**src/hdl/round_robin_task_scheduler_defines.svh**
```systemverilog
// Assertion macros for the scheduler.
// Both take a label, clock, reset, a condition and a consequence.
`ifndef ROUND_ROBIN_TASK_SCHEDULER_DEFINES_SVH
`define ROUND_ROBIN_TASK_SCHEDULER_DEFINES_SVH

`ifndef SYNTHESIS

// consequence holds in the same cycle as the condition
`define RRTS_ASSERT_IMPLIES(label, clk, rst, ante, cons) \
   label: assert property (@(posedge clk) disable iff (rst) (ante) |-> (cons)) \
      else $error("scheduler assertion failed");

// consequence holds in the cycle after the condition
`define RRTS_ASSERT_NEXT(label, clk, rst, ante, cons) \
   label: assert property (@(posedge clk) disable iff (rst) (ante) |=> (cons)) \
      else $error("scheduler assertion failed");

`else

`define RRTS_ASSERT_IMPLIES(label, clk, rst, ante, cons)
`define RRTS_ASSERT_NEXT(label, clk, rst, ante, cons)

`endif

`endif

```
**src/hdl/rrts_pkg.sv**
```systemverilog
`default_nettype none

package rrts_pkg;

   localparam int MAX_TASKS  = 16;
   localparam int EVENT_BITS = 8;
   localparam int ID_SPACE   = 16;
   localparam int ID_W       = 4;
   localparam int OP_W       = 3;
   localparam int ERR_W      = 2;
   localparam int EVENT_W    = 8;
   localparam int SLOT_W     = $clog2(MAX_TASKS);
   localparam int CNT_W      = $clog2(MAX_TASKS + 1);

   localparam logic [ID_W-1:0] IDLE_ID = '0;

   typedef enum logic [1:0] {
      ST_READY   = 2'd0,
      ST_RUNNING = 2'd1,
      ST_WAITING = 2'd2,
      ST_IDLE    = 2'd3
   } status_type;

   typedef enum logic [OP_W-1:0] {
      OP_CREATE = 3'd0,
      OP_END    = 3'd1,
      OP_TICK   = 3'd2,
      OP_WAIT   = 3'd3,
      OP_NOTIFY = 3'd4
   } op_type;

   typedef enum logic [ERR_W-1:0] {
      ERR_OK       = 2'd0,
      ERR_FULL     = 2'd1,
      ERR_UNKNOWN  = 2'd2,
      ERR_IDLE_END = 2'd3
   } err_type;

   typedef struct packed {
      logic [OP_W-1:0]    op;
      logic [ID_W-1:0]    proc_id;
      logic [EVENT_W-1:0] event_id;
   } req_type;

   typedef struct packed {
      logic [ID_W-1:0]  current_id;
      logic             switched;
      logic [ID_W-1:0]  new_id;
      logic [ERR_W-1:0] error;
   } rsp_type;

   // sequencer -> task list
   typedef struct packed {
      logic [SLOT_W-1:0]     ptr;
      logic                  wr_status;
      status_type            status;
      logic                  wr_evt;
      logic [EVENT_BITS-1:0] evt;
      logic                  append;
      logic [ID_W-1:0]       append_id;
      logic                  remove;
   } lst_cmd_type;

   // task list -> sequencer, entry at ptr plus list summary
   typedef struct packed {
      logic [ID_W-1:0]       task_id;
      status_type            status;
      logic [EVENT_BITS-1:0] evt;
      logic [CNT_W-1:0]      count;
      logic [ID_SPACE-1:0]   ids;
   } lst_view_type;

endpackage

`default_nettype wire

```
**src/hdl/rrts_task_list.sv**
```systemverilog
`default_nettype none

`include "round_robin_task_scheduler_defines.svh"

module rrts_task_list import rrts_pkg::*; (
   input  logic         clock,
   input  logic         reset,
   input  lst_cmd_type  lst_cmd,
   output lst_view_type lst_view
);

   logic [ID_W-1:0]       slot_task_ff   [MAX_TASKS];
   logic [ID_W-1:0]       slot_task_in   [MAX_TASKS];
   status_type            slot_status_ff [MAX_TASKS];
   status_type            slot_status_in [MAX_TASKS];
   logic [EVENT_BITS-1:0] slot_event_ff  [MAX_TASKS];
   logic [EVENT_BITS-1:0] slot_event_in  [MAX_TASKS];
   logic [CNT_W-1:0]      count_ff, count_in;
   logic [ID_SPACE-1:0]   ids_ff, ids_in;
   logic [SLOT_W-1:0]     tail_slot;
   logic [SLOT_W-1:0]     append_slot;

   // valid entries are always a prefix of count_ff slots
   assign tail_slot   = SLOT_W'(count_ff - CNT_W'(1));
   assign append_slot = count_ff[SLOT_W-1:0];

   always_comb begin
      slot_task_in   = slot_task_ff;
      slot_status_in = slot_status_ff;
      slot_event_in  = slot_event_ff;
      count_in       = count_ff;
      ids_in         = ids_ff;
      if (lst_cmd.remove) begin
         // close the gap, keeping list order
         for (int i = 0; i < MAX_TASKS - 1; i++) begin
            if (SLOT_W'(i) >= lst_cmd.ptr && SLOT_W'(i) < tail_slot) begin
               slot_task_in[i]   = slot_task_ff[i + 1];
               slot_status_in[i] = slot_status_ff[i + 1];
               slot_event_in[i]  = slot_event_ff[i + 1];
            end
         end
         slot_task_in[tail_slot]             = '0;
         slot_status_in[tail_slot]           = ST_READY;
         count_in                            = count_ff - CNT_W'(1);
         ids_in[slot_task_ff[lst_cmd.ptr]]   = 1'b0;
      end else if (lst_cmd.append) begin
         slot_task_in[append_slot]   = lst_cmd.append_id;
         slot_status_in[append_slot] = ST_READY;
         slot_event_in[append_slot]  = '0;
         count_in                    = count_ff + CNT_W'(1);
         ids_in[lst_cmd.append_id]   = 1'b1;
      end else begin
         if (lst_cmd.wr_status) begin
            slot_status_in[lst_cmd.ptr] = lst_cmd.status;
         end
         if (lst_cmd.wr_evt) begin
            slot_event_in[lst_cmd.ptr] = lst_cmd.evt;
         end
      end
   end

   always_ff @(posedge clock) begin
      if (reset) begin
         for (int i = 0; i < MAX_TASKS; i++) begin
            slot_task_ff[i]   <= '0;
            slot_status_ff[i] <= (i == 0) ? ST_IDLE : ST_READY;
         end
         count_ff <= CNT_W'(1);
         ids_ff   <= ID_SPACE'(1);
      end else begin
         slot_task_ff   <= slot_task_in;
         slot_status_ff <= slot_status_in;
         count_ff       <= count_in;
         ids_ff         <= ids_in;
      end
   end

   // awaited events are only read for waiting entries, which wrote them
   always_ff @(posedge clock) begin
      slot_event_ff <= slot_event_in;
   end

   assign lst_view.task_id = slot_task_ff[lst_cmd.ptr];
   assign lst_view.status  = slot_status_ff[lst_cmd.ptr];
   assign lst_view.evt     = slot_event_ff[lst_cmd.ptr];
   assign lst_view.count   = count_ff;
   assign lst_view.ids     = ids_ff;

   `RRTS_ASSERT_IMPLIES(a_idle_slot_kept, clock, reset, 1'b1, slot_task_ff[0] == IDLE_ID && slot_status_ff[0] == ST_IDLE && ids_ff[0])
   `RRTS_ASSERT_IMPLIES(a_ids_match_count, clock, reset, 1'b1, $countones(ids_ff) == int'(count_ff))

endmodule

`default_nettype wire

```
**src/hdl/rrts_sequencer.sv**
```systemverilog
`default_nettype none

`include "round_robin_task_scheduler_defines.svh"

module rrts_sequencer import rrts_pkg::*; (
   input  logic         clock,
   input  logic         reset,
   input  logic         req_valid,
   output logic         req_ready,
   input  req_type      req_payload,
   output logic         rsp_valid,
   input  logic         rsp_ready,
   output rsp_type      rsp_payload,
   output lst_cmd_type  lst_cmd,
   input  lst_view_type lst_view
);

   typedef enum logic [2:0] {
      S_IDLE,
      S_FREE,
      S_FIND,
      S_PREP,
      S_PICK,
      S_NOTIFY,
      S_DONE
   } state_type;

   state_type             state_ff, state_in;
   op_type                op_ff, op_in;
   logic [ID_W-1:0]       pid_ff, pid_in;
   logic [EVENT_BITS-1:0] evt_ff, evt_in;
   logic [ID_W-1:0]       before_ff, before_in;
   logic [ID_W-1:0]       running_ff, running_in;
   logic [SLOT_W-1:0]     cur_slot_ff, cur_slot_in;
   logic [SLOT_W-1:0]     ptr_ff, ptr_in;
   logic [CNT_W-1:0]      left_ff, left_in;
   logic [ID_W-1:0]       id_ff, id_in;
   logic [ID_W-1:0]       new_id_ff, new_id_in;
   err_type               err_ff, err_in;
   logic                  rsp_valid_ff, rsp_valid_in;
   rsp_type               rsp_ff, rsp_in;

   logic [SLOT_W-1:0]     last_slot;
   logic                  at_last;
   logic [SLOT_W-1:0]     next_ptr;
   op_type                req_op;

   assign last_slot = SLOT_W'(lst_view.count - CNT_W'(1));
   assign at_last   = (ptr_ff == last_slot);
   assign next_ptr  = at_last ? '0 : ptr_ff + SLOT_W'(1);
   assign req_op    = op_type'(req_payload.op);
   assign req_ready = (state_ff == S_IDLE);

   always_comb begin
      state_in     = state_ff;
      op_in        = op_ff;
      pid_in       = pid_ff;
      evt_in       = evt_ff;
      before_in    = before_ff;
      running_in   = running_ff;
      cur_slot_in  = cur_slot_ff;
      ptr_in       = ptr_ff;
      left_in      = left_ff;
      id_in        = id_ff;
      new_id_in    = new_id_ff;
      err_in       = err_ff;
      rsp_in       = rsp_ff;
      rsp_valid_in = rsp_valid_ff && !rsp_ready;
      lst_cmd      = '0;
      lst_cmd.ptr  = ptr_ff;

      unique case (state_ff)
         S_IDLE: begin
            if (req_valid) begin
               op_in     = req_op;
               pid_in    = req_payload.proc_id;
               evt_in    = req_payload.event_id[EVENT_BITS-1:0];
               before_in = running_ff;
               new_id_in = '0;
               err_in    = ERR_OK;
               ptr_in    = '0;
               id_in     = '0;
               unique case (req_op) inside
                  OP_CREATE: begin
                     if (lst_view.count == CNT_W'(MAX_TASKS)) begin
                        err_in   = ERR_FULL;
                        state_in = S_DONE;
                     end else begin
                        state_in = S_FREE;
                     end
                  end
                  OP_END: begin
                     if (req_payload.proc_id == IDLE_ID) begin
                        err_in   = ERR_IDLE_END;
                        state_in = S_DONE;
                     end else begin
                        state_in = S_FIND;
                     end
                  end
                  OP_TICK, OP_WAIT: begin
                     ptr_in   = cur_slot_ff;
                     state_in = S_PREP;
                  end
                  OP_NOTIFY: state_in = S_NOTIFY;
                  default:   state_in = S_DONE;
               endcase
            end
         end

         // lowest free identifier, one per cycle
         S_FREE: begin
            if (!lst_view.ids[id_ff]) begin
               lst_cmd.append    = 1'b1;
               lst_cmd.append_id = id_ff;
               new_id_in         = id_ff;
               state_in          = S_DONE;
            end else if (id_ff == ID_W'(ID_SPACE - 1)) begin
               err_in   = ERR_FULL;
               state_in = S_DONE;
            end else begin
               id_in = id_ff + ID_W'(1);
            end
         end

         S_FIND: begin
            if (lst_view.task_id == pid_ff) begin
               lst_cmd.remove = 1'b1;
               if (pid_ff == running_ff) begin
                  // resume at the follower of the removed entry
                  ptr_in   = at_last ? '0 : ptr_ff;
                  left_in  = lst_view.count - CNT_W'(1);
                  state_in = S_PICK;
               end else begin
                  if (ptr_ff < cur_slot_ff) begin
                     cur_slot_in = cur_slot_ff - SLOT_W'(1);
                  end
                  state_in = S_DONE;
               end
            end else if (at_last) begin
               err_in   = ERR_UNKNOWN;
               state_in = S_DONE;
            end else begin
               ptr_in = ptr_ff + SLOT_W'(1);
            end
         end

         S_PREP: begin
            if (op_ff == OP_WAIT) begin
               if (lst_view.status != ST_IDLE) begin
                  lst_cmd.wr_status = 1'b1;
                  lst_cmd.status    = ST_WAITING;
                  lst_cmd.wr_evt    = 1'b1;
                  lst_cmd.evt       = evt_ff;
               end
            end else if (lst_view.status == ST_RUNNING) begin
               lst_cmd.wr_status = 1'b1;
               lst_cmd.status    = ST_READY;
            end
            ptr_in   = next_ptr;
            left_in  = lst_view.count;
            state_in = S_PICK;
         end

         S_PICK: begin
            if (lst_view.status == ST_READY) begin
               lst_cmd.wr_status = 1'b1;
               lst_cmd.status    = ST_RUNNING;
               running_in        = lst_view.task_id;
               cur_slot_in       = ptr_ff;
               state_in          = S_DONE;
            end else if (left_ff == CNT_W'(1)) begin
               // nothing ready: idle task at the head
               running_in  = IDLE_ID;
               cur_slot_in = '0;
               state_in    = S_DONE;
            end else begin
               left_in = left_ff - CNT_W'(1);
               ptr_in  = next_ptr;
            end
         end

         S_NOTIFY: begin
            if (lst_view.status == ST_WAITING && lst_view.evt == evt_ff) begin
               lst_cmd.wr_status = 1'b1;
               lst_cmd.status    = ST_READY;
            end
            if (at_last) begin
               state_in = S_DONE;
            end else begin
               ptr_in = ptr_ff + SLOT_W'(1);
            end
         end

         S_DONE: begin
            if (!rsp_valid_ff || rsp_ready) begin
               rsp_valid_in      = 1'b1;
               rsp_in.current_id = running_ff;
               rsp_in.switched   = (running_ff != before_ff);
               rsp_in.new_id     = new_id_ff;
               rsp_in.error      = err_ff;
               state_in          = S_IDLE;
            end
         end

         default: state_in = S_IDLE;
      endcase
   end

   always_ff @(posedge clock) begin
      if (reset) begin
         state_ff     <= S_IDLE;
         rsp_valid_ff <= 1'b0;
         running_ff   <= IDLE_ID;
         cur_slot_ff  <= '0;
         ptr_ff       <= '0;
      end else begin
         state_ff     <= state_in;
         rsp_valid_ff <= rsp_valid_in;
         running_ff   <= running_in;
         cur_slot_ff  <= cur_slot_in;
         ptr_ff       <= ptr_in;
      end
      op_ff     <= op_in;
      pid_ff    <= pid_in;
      evt_ff    <= evt_in;
      before_ff <= before_in;
      left_ff   <= left_in;
      id_ff     <= id_in;
      new_id_ff <= new_id_in;
      err_ff    <= err_in;
      rsp_ff    <= rsp_in;
   end

   assign rsp_valid   = rsp_valid_ff;
   assign rsp_payload = rsp_ff;

   `RRTS_ASSERT_NEXT(a_busy_after_transfer, clock, reset, req_valid && req_ready, !req_ready)
   `RRTS_ASSERT_IMPLIES(a_cur_in_list, clock, reset, state_ff == S_IDLE, CNT_W'(cur_slot_ff) < lst_view.count)
   `RRTS_ASSERT_IMPLIES(a_idle_at_head, clock, reset, state_ff == S_IDLE && running_ff == IDLE_ID, cur_slot_ff == '0)

endmodule

`default_nettype wire

```
**src/hdl/round_robin_task_scheduler.sv**
```systemverilog
`default_nettype none

// Channel  Dir  Handshake              Payload (rrts_pkg)
// req      in   req_valid, req_ready   req_type: op, proc_id, event_id
// rsp      out  rsp_valid, rsp_ready   rsp_type: current_id, switched, new_id, error
//
// Path from request transfer to result loaded: create goes direct when full,
//   else through the free-id scan; end goes direct for the idle task, else find,
//   then a round-robin search if it was current; tick and wait run the search;
//   notify scans every task in the list; unknown op goes direct. One slot per
//   cycle goes through the single compare unit in the sequencer.
// Reset (synchronous) leaves the idle task alone in slot 0, current; no sweep.
// A result not yet taken does not block the next request transfer; that
//   request is held in its final step, not ready, until the output register
//   is free.

module round_robin_task_scheduler import rrts_pkg::*; (
   input  logic    clock,
   input  logic    reset,
   input  logic    req_valid,
   output logic    req_ready,
   input  req_type req_payload,
   output logic    rsp_valid,
   input  logic    rsp_ready,
   output rsp_type rsp_payload
);

   lst_cmd_type  lst_cmd;
   lst_view_type lst_view;

   // ordered task list: ids, status, awaited events, id-in-use mask
   rrts_task_list u_task_list (
      .clock    (clock),
      .reset    (reset),
      .lst_cmd  (lst_cmd),
      .lst_view (lst_view)
   );

   // op decode, slot-by-slot scans, round-robin pick, result register
   rrts_sequencer u_sequencer (
      .clock       (clock),
      .reset       (reset),
      .req_valid   (req_valid),
      .req_ready   (req_ready),
      .req_payload (req_payload),
      .rsp_valid   (rsp_valid),
      .rsp_ready   (rsp_ready),
      .rsp_payload (rsp_payload),
      .lst_cmd     (lst_cmd),
      .lst_view    (lst_view)
   );

endmodule

`default_nettype wire

```
**config.mk**
```make
export PLATFORM = sky130hd
export DESIGN_NAME = round_robin_task_scheduler
export DESIGN_NICKNAME = d
export VERILOG_FILES = /design/src/hdl/rrts_pkg.sv /design/src/hdl/rrts_task_list.sv /design/src/hdl/rrts_sequencer.sv /design/src/hdl/round_robin_task_scheduler.sv
export VERILOG_INCLUDE_DIRS = /design/src /design/src/hdl
export SDC_FILE = /design/constraint.sdc
export NUM_CORES = 1
export LEC_CHECK = 0
export ABC_AREA = 1
export BUFFER_PORTS_ARGS = -buffer_cell sky130_fd_sc_hd__buf_2
export CAP_MARGIN = 30
export CORE_UTILIZATION = 50
export DETAILED_ROUTE_END_ITERATION = 10
export PLACE_DENSITY = 0.66
export SLEW_MARGIN = 20
export SYNTH_ARGS = -nofsm -noshare
export SYNTH_HDL_FRONTEND = slang
export SYNTH_SLANG_ARGS = --single-unit
```
**constraint.sdc**
```tcl
create_clock -name clock -period 3.1 [get_ports clock]
set_input_delay 0.155 -clock clock [delete_from_list [all_inputs] [get_ports clock]]
set_output_delay 0.155 -clock clock [all_outputs]
set_load 0.005 [all_outputs]
```
==> impl_metrics.toml <==
[outcome]
status = "finished clean"

[pwr]
ir_worst_vdd_v = 0.000410
seq_power_share_pct = 30.1
switchingPower_uw = 7530
p_sw_share_pct = 43.1
p_int_uw = 9930
leakage_uw = 0.00927
pwr-share-clk_pct = 26.0
combinationalPowerShare_pct = 44.0
power_density_nw_per_um2 = 774

[final_layout]
diodes = 0
drive_above_1_share_pct = 10.5
fin_nets = 2945
ff_latch_area_um2 = 7860
multi_input_area_um2 = 9720
final_area_um2 = 22600
num-fill-cells = 3584
syn_to_final_growth_pct = 16.6
utilization_pct = 59.6

[placed_design]
place_area_um2 = 20900
place_ws_ns = 0.00769
port_buffers = 31
finalWeightedCongestion = 1.03
dpl.hpwl_um = 52400

[floorplan]
ios = 32
core_area_um2 = 37800
dieWidth_um = 199
design.die.area_um2 = 39500
chipHeight_um = 199
row_count = 71
initial_core_util_pct = 51.1

[critical_path]
crit_arrival_ns = 3.27
cp.buffers_inverters = 6
worstPathMaxFanout = 23
crit_chain = "inv_4, buf_12, nand2_1, nand3_1, nand2_1, nand2_1, nand2_1, inv_1, nand2_1, nand2_1, nand2_1, nor2_2, nand2_2, nor2_4, buf_12, buf_8, nand2_1, nor3b_2, buf_4"
cpPeakStageDelay_ns = 0.38
critical_path.endpoint_type = "flop"
cp-start-kind = "flop"
cpMaxStageDelayCell = "dfxtp_4"
crit_top_cell = "nand2_1"
crit_family = "simple AND/OR/NAND/NOR gates"
critical_path_class = "flop to flop"
cp.required_ns = 3.42

[synth]
postSynthAreaPerCell_um2 = 6.95
syn_area_um2 = 19300
synth_warnings = 0
synthesis.nets = 2823
synthFlopType = "edfxtp_1"
yosysSeqAreaShare_pct = 40.6
ys_seq_elements = 306
synth_edf_count = 173
synthCells = 2784
yosys.cell_types.count = 50
async_reset_ff_share_pct = 0

[clocking]
cts_root_buf = "clkbuf_16"
cts_tree = "yes"
clock_path_buffers = 3
cts.reportedPaths.clkPinSlew_ns = 0.06
clock_latency_ns = 0.58
post_cts_buffers = 0
htree_levels = 2
cts_made_buffers = 38
cts_sinks = 306

[timing]
finalSetupViolations = 0
min_period_over_period_pct = 95.2
tns_ns = 0
relSlewSlack_pct = 48.9
holdWs_ns = 0.185
max_freq_ghz = 0.339
tightest_slew_ns = 0.763
slew_violations = 0
period_minus_slack_ns = 2.95
rsz0062_at_grt = "false"
skew_ns = 0.0191
hold_viol_final = 0
layout_setup_ws_ns = 0.150

[global_route]
grt_pass1_vias = 18900
overflow = 0
antenna_found_initial = 1
gr-usage-all-layers_pct = 36.0
grt_max_degree = 58
grt_pass1_wl_um = 109000

[run]
drv_cap = 0

[route]
viasPerCell = 5.95
drtIter0Drc = 2717
finalWirelength_um = 71700
wl_per_cell_um = 20.8
postRouteAntennaNets = 0
firstDrtPassIters = 6
drc_errors = 0
vias = 20500

[min_path]
hp-class = "input port to flop"
through the flow:
stage                     power [uW]  cells
after floorplan                 9700   2784
after global placement         12400   3358
after detailed placement       12500   3358
after CTS                      17100   3443
after global routing           18300   3446
final                          17500   3446
kinds of logic (layout without fill, tap and decap cells):
logic type,count (synthesis),in the layout,share of synthesized area [%]
flip-flops,306,306,40.6
AND/OR/NAND/NOR,1425,1425,30.0
AO/OA/AOI/OAI,555,555,17.7
multiplexers,1,1,0.0582
buffers and inverters,465,616,9.80
adder cells (fa/ha/maj),20,20,1.29
XOR/XNOR,12,12,0.543
power by group through the flow:
stage | Sequential [uW] | Combinational [uW] | Clock [uW]
global placement | 5300 | 7140 | 0
CTS | 5230 | 7260 | 4560
global route | 5290 | 8300 | 4740
floorplan | 5160 | 4540 | 0
detailed placement | 5300 | 7210 | 0
finish | 5250 | 7680 | 4530
layout by cell type (no fill, tap or decap), types with 4 or more instances in the layout:
cell type,count
nor2_2,17
nor2_4,4
buf_12,15
nand3b_1,5
edfxtp_1,173
a31oi_1,14
inv_1,324
inv_2,9
xor2_1,7
o21ai_0,172
xnor2_1,5
nand4_1,13
clkbuf_1,7
o211ai_1,84
o21ai_1,18
buf_2,31
nand3_1,193
nand2_1,813
a211oi_1,18
clkbuf_16,43
dfxtp_1,130
a21oi_1,133
nor3b_2,7
nor3_1,19
o221ai_1,84
dlygate4sd3_1,16
ha_1,19
clkinv_1,13
clkinv_2,6
o22ai_1,13
buf_6,5
buf_4,131
a22oi_1,4
nor2_1,337
worst paths after layout:
path / slack, ns / from / to / cells after the start
worst max-delay path: 0.15 / u_sequencer.ptr_ff[0] / u_task_list.slot_event_ff[91] / 19
worst min-delay path: 0.18 / req_valid / u_sequencer.state_ff[2] / 6
worst max register to register: 0.15 / u_sequencer.ptr_ff[0] / u_task_list.slot_event_ff[91] / 19
worst min register to register: 0.42 / u_sequencer.err_ff[1] / u_sequencer.rsp_payload[1] / 0
worst min-delay path, stage by stage:
cell and delay, ns:
buf_2 0.09, nor2_1 0.07, a21oi_1 0.15, nand3_1 0.11, nand2_1 0.07, a21oi_1 0.06
sequential cells by signal (all words and copies together) (netlist names):
register,flops
u_sequencer.before_ff,4
u_task_list.slot_event_ff,128
u_sequencer.ptr_ff,4
u_sequencer.rsp_valid,1
u_sequencer.pid_ff,4
u_task_list.ids_ff,16
u_sequencer.evt_ff,8
u_sequencer.state_ff,3
u_sequencer.running_ff,4
u_sequencer.id_ff,4
u_sequencer.err_ff,2
u_sequencer.new_id_ff,4
u_sequencer.op_ff,3
u_sequencer.cur_slot_ff,4
u_sequencer.rsp_payload,11
u_task_list.count_ff,5
u_task_list.slot_status_ff,32
u_task_list.slot_task_ff,64
u_sequencer.left_ff,5
area by class of cell:
type                            instances  area share (%)
Multi-Input combinational cell       2013            43.1
Sequential cell                       306            34.9
Timing Repair Buffer                  203            7.86
Inverter                              344            5.75
Clock buffer                           48            4.62
Tap cell                              511            2.84
Clock inverter                         21           0.943
layer usage:
layer | share of wire [%] | GRT usage [%]
met1 | 42 | 50.5
met5 | 0.013 | 0
met2 | 43 | 54.0
met3 | 12 | 8.07
met4 | 3.3 | 13.0
synth_stat cells, types with 7 or more instances:
| library cell | count | share of area (%) |
|---|---|---|
| o22ai_1 | 13 | 0.42 |
| edfxtp_1 | 173 | 27 |
| dfxtp_1 | 133 | 14 |
| xor2_1 | 7 | 0.32 |
| inv_2 | 10 | 0.19 |
| o21ai_0 | 173 | 4.5 |
| nor2_2 | 13 | 0.42 |
| nand2_1 | 815 | 16 |
| nand4_1 | 13 | 0.42 |
| nor3b_1 | 10 | 0.39 |
| nand3_1 | 194 | 5.0 |
| clkinv_1 | 9 | 0.17 |
| a211oi_1 | 22 | 0.85 |
| a21oi_1 | 135 | 3.5 |
| buf_4 | 12 | 0.47 |
| nor2_1 | 344 | 6.7 |
| buf_2 | 64 | 1.7 |
| a31oi_1 | 14 | 0.45 |
| ha_1 | 20 | 1.3 |
| nor3_1 | 19 | 0.49 |
| clkbuf_1 | 38 | 0.74 |
| o21ai_1 | 18 | 0.47 |
| o221ai_1 | 84 | 3.8 |
| o211ai_1 | 84 | 3.3 |
| inv_1 | 324 | 6.3 |
repair_timing:
| item | in CTS | in global routing |
|---|---|---|
| cloned | 0 | 3 |
| hold buffers | 16 | 0 |
| gates resized for setup | 1 | 36 |
| pin swaps | 0 | 2 |
| endpoints found under the setup margin | 2 | 146 |
| endpoints found under the hold margin | 18 | 0 |
Note: power is estimated with default switching activity, not from simulation.
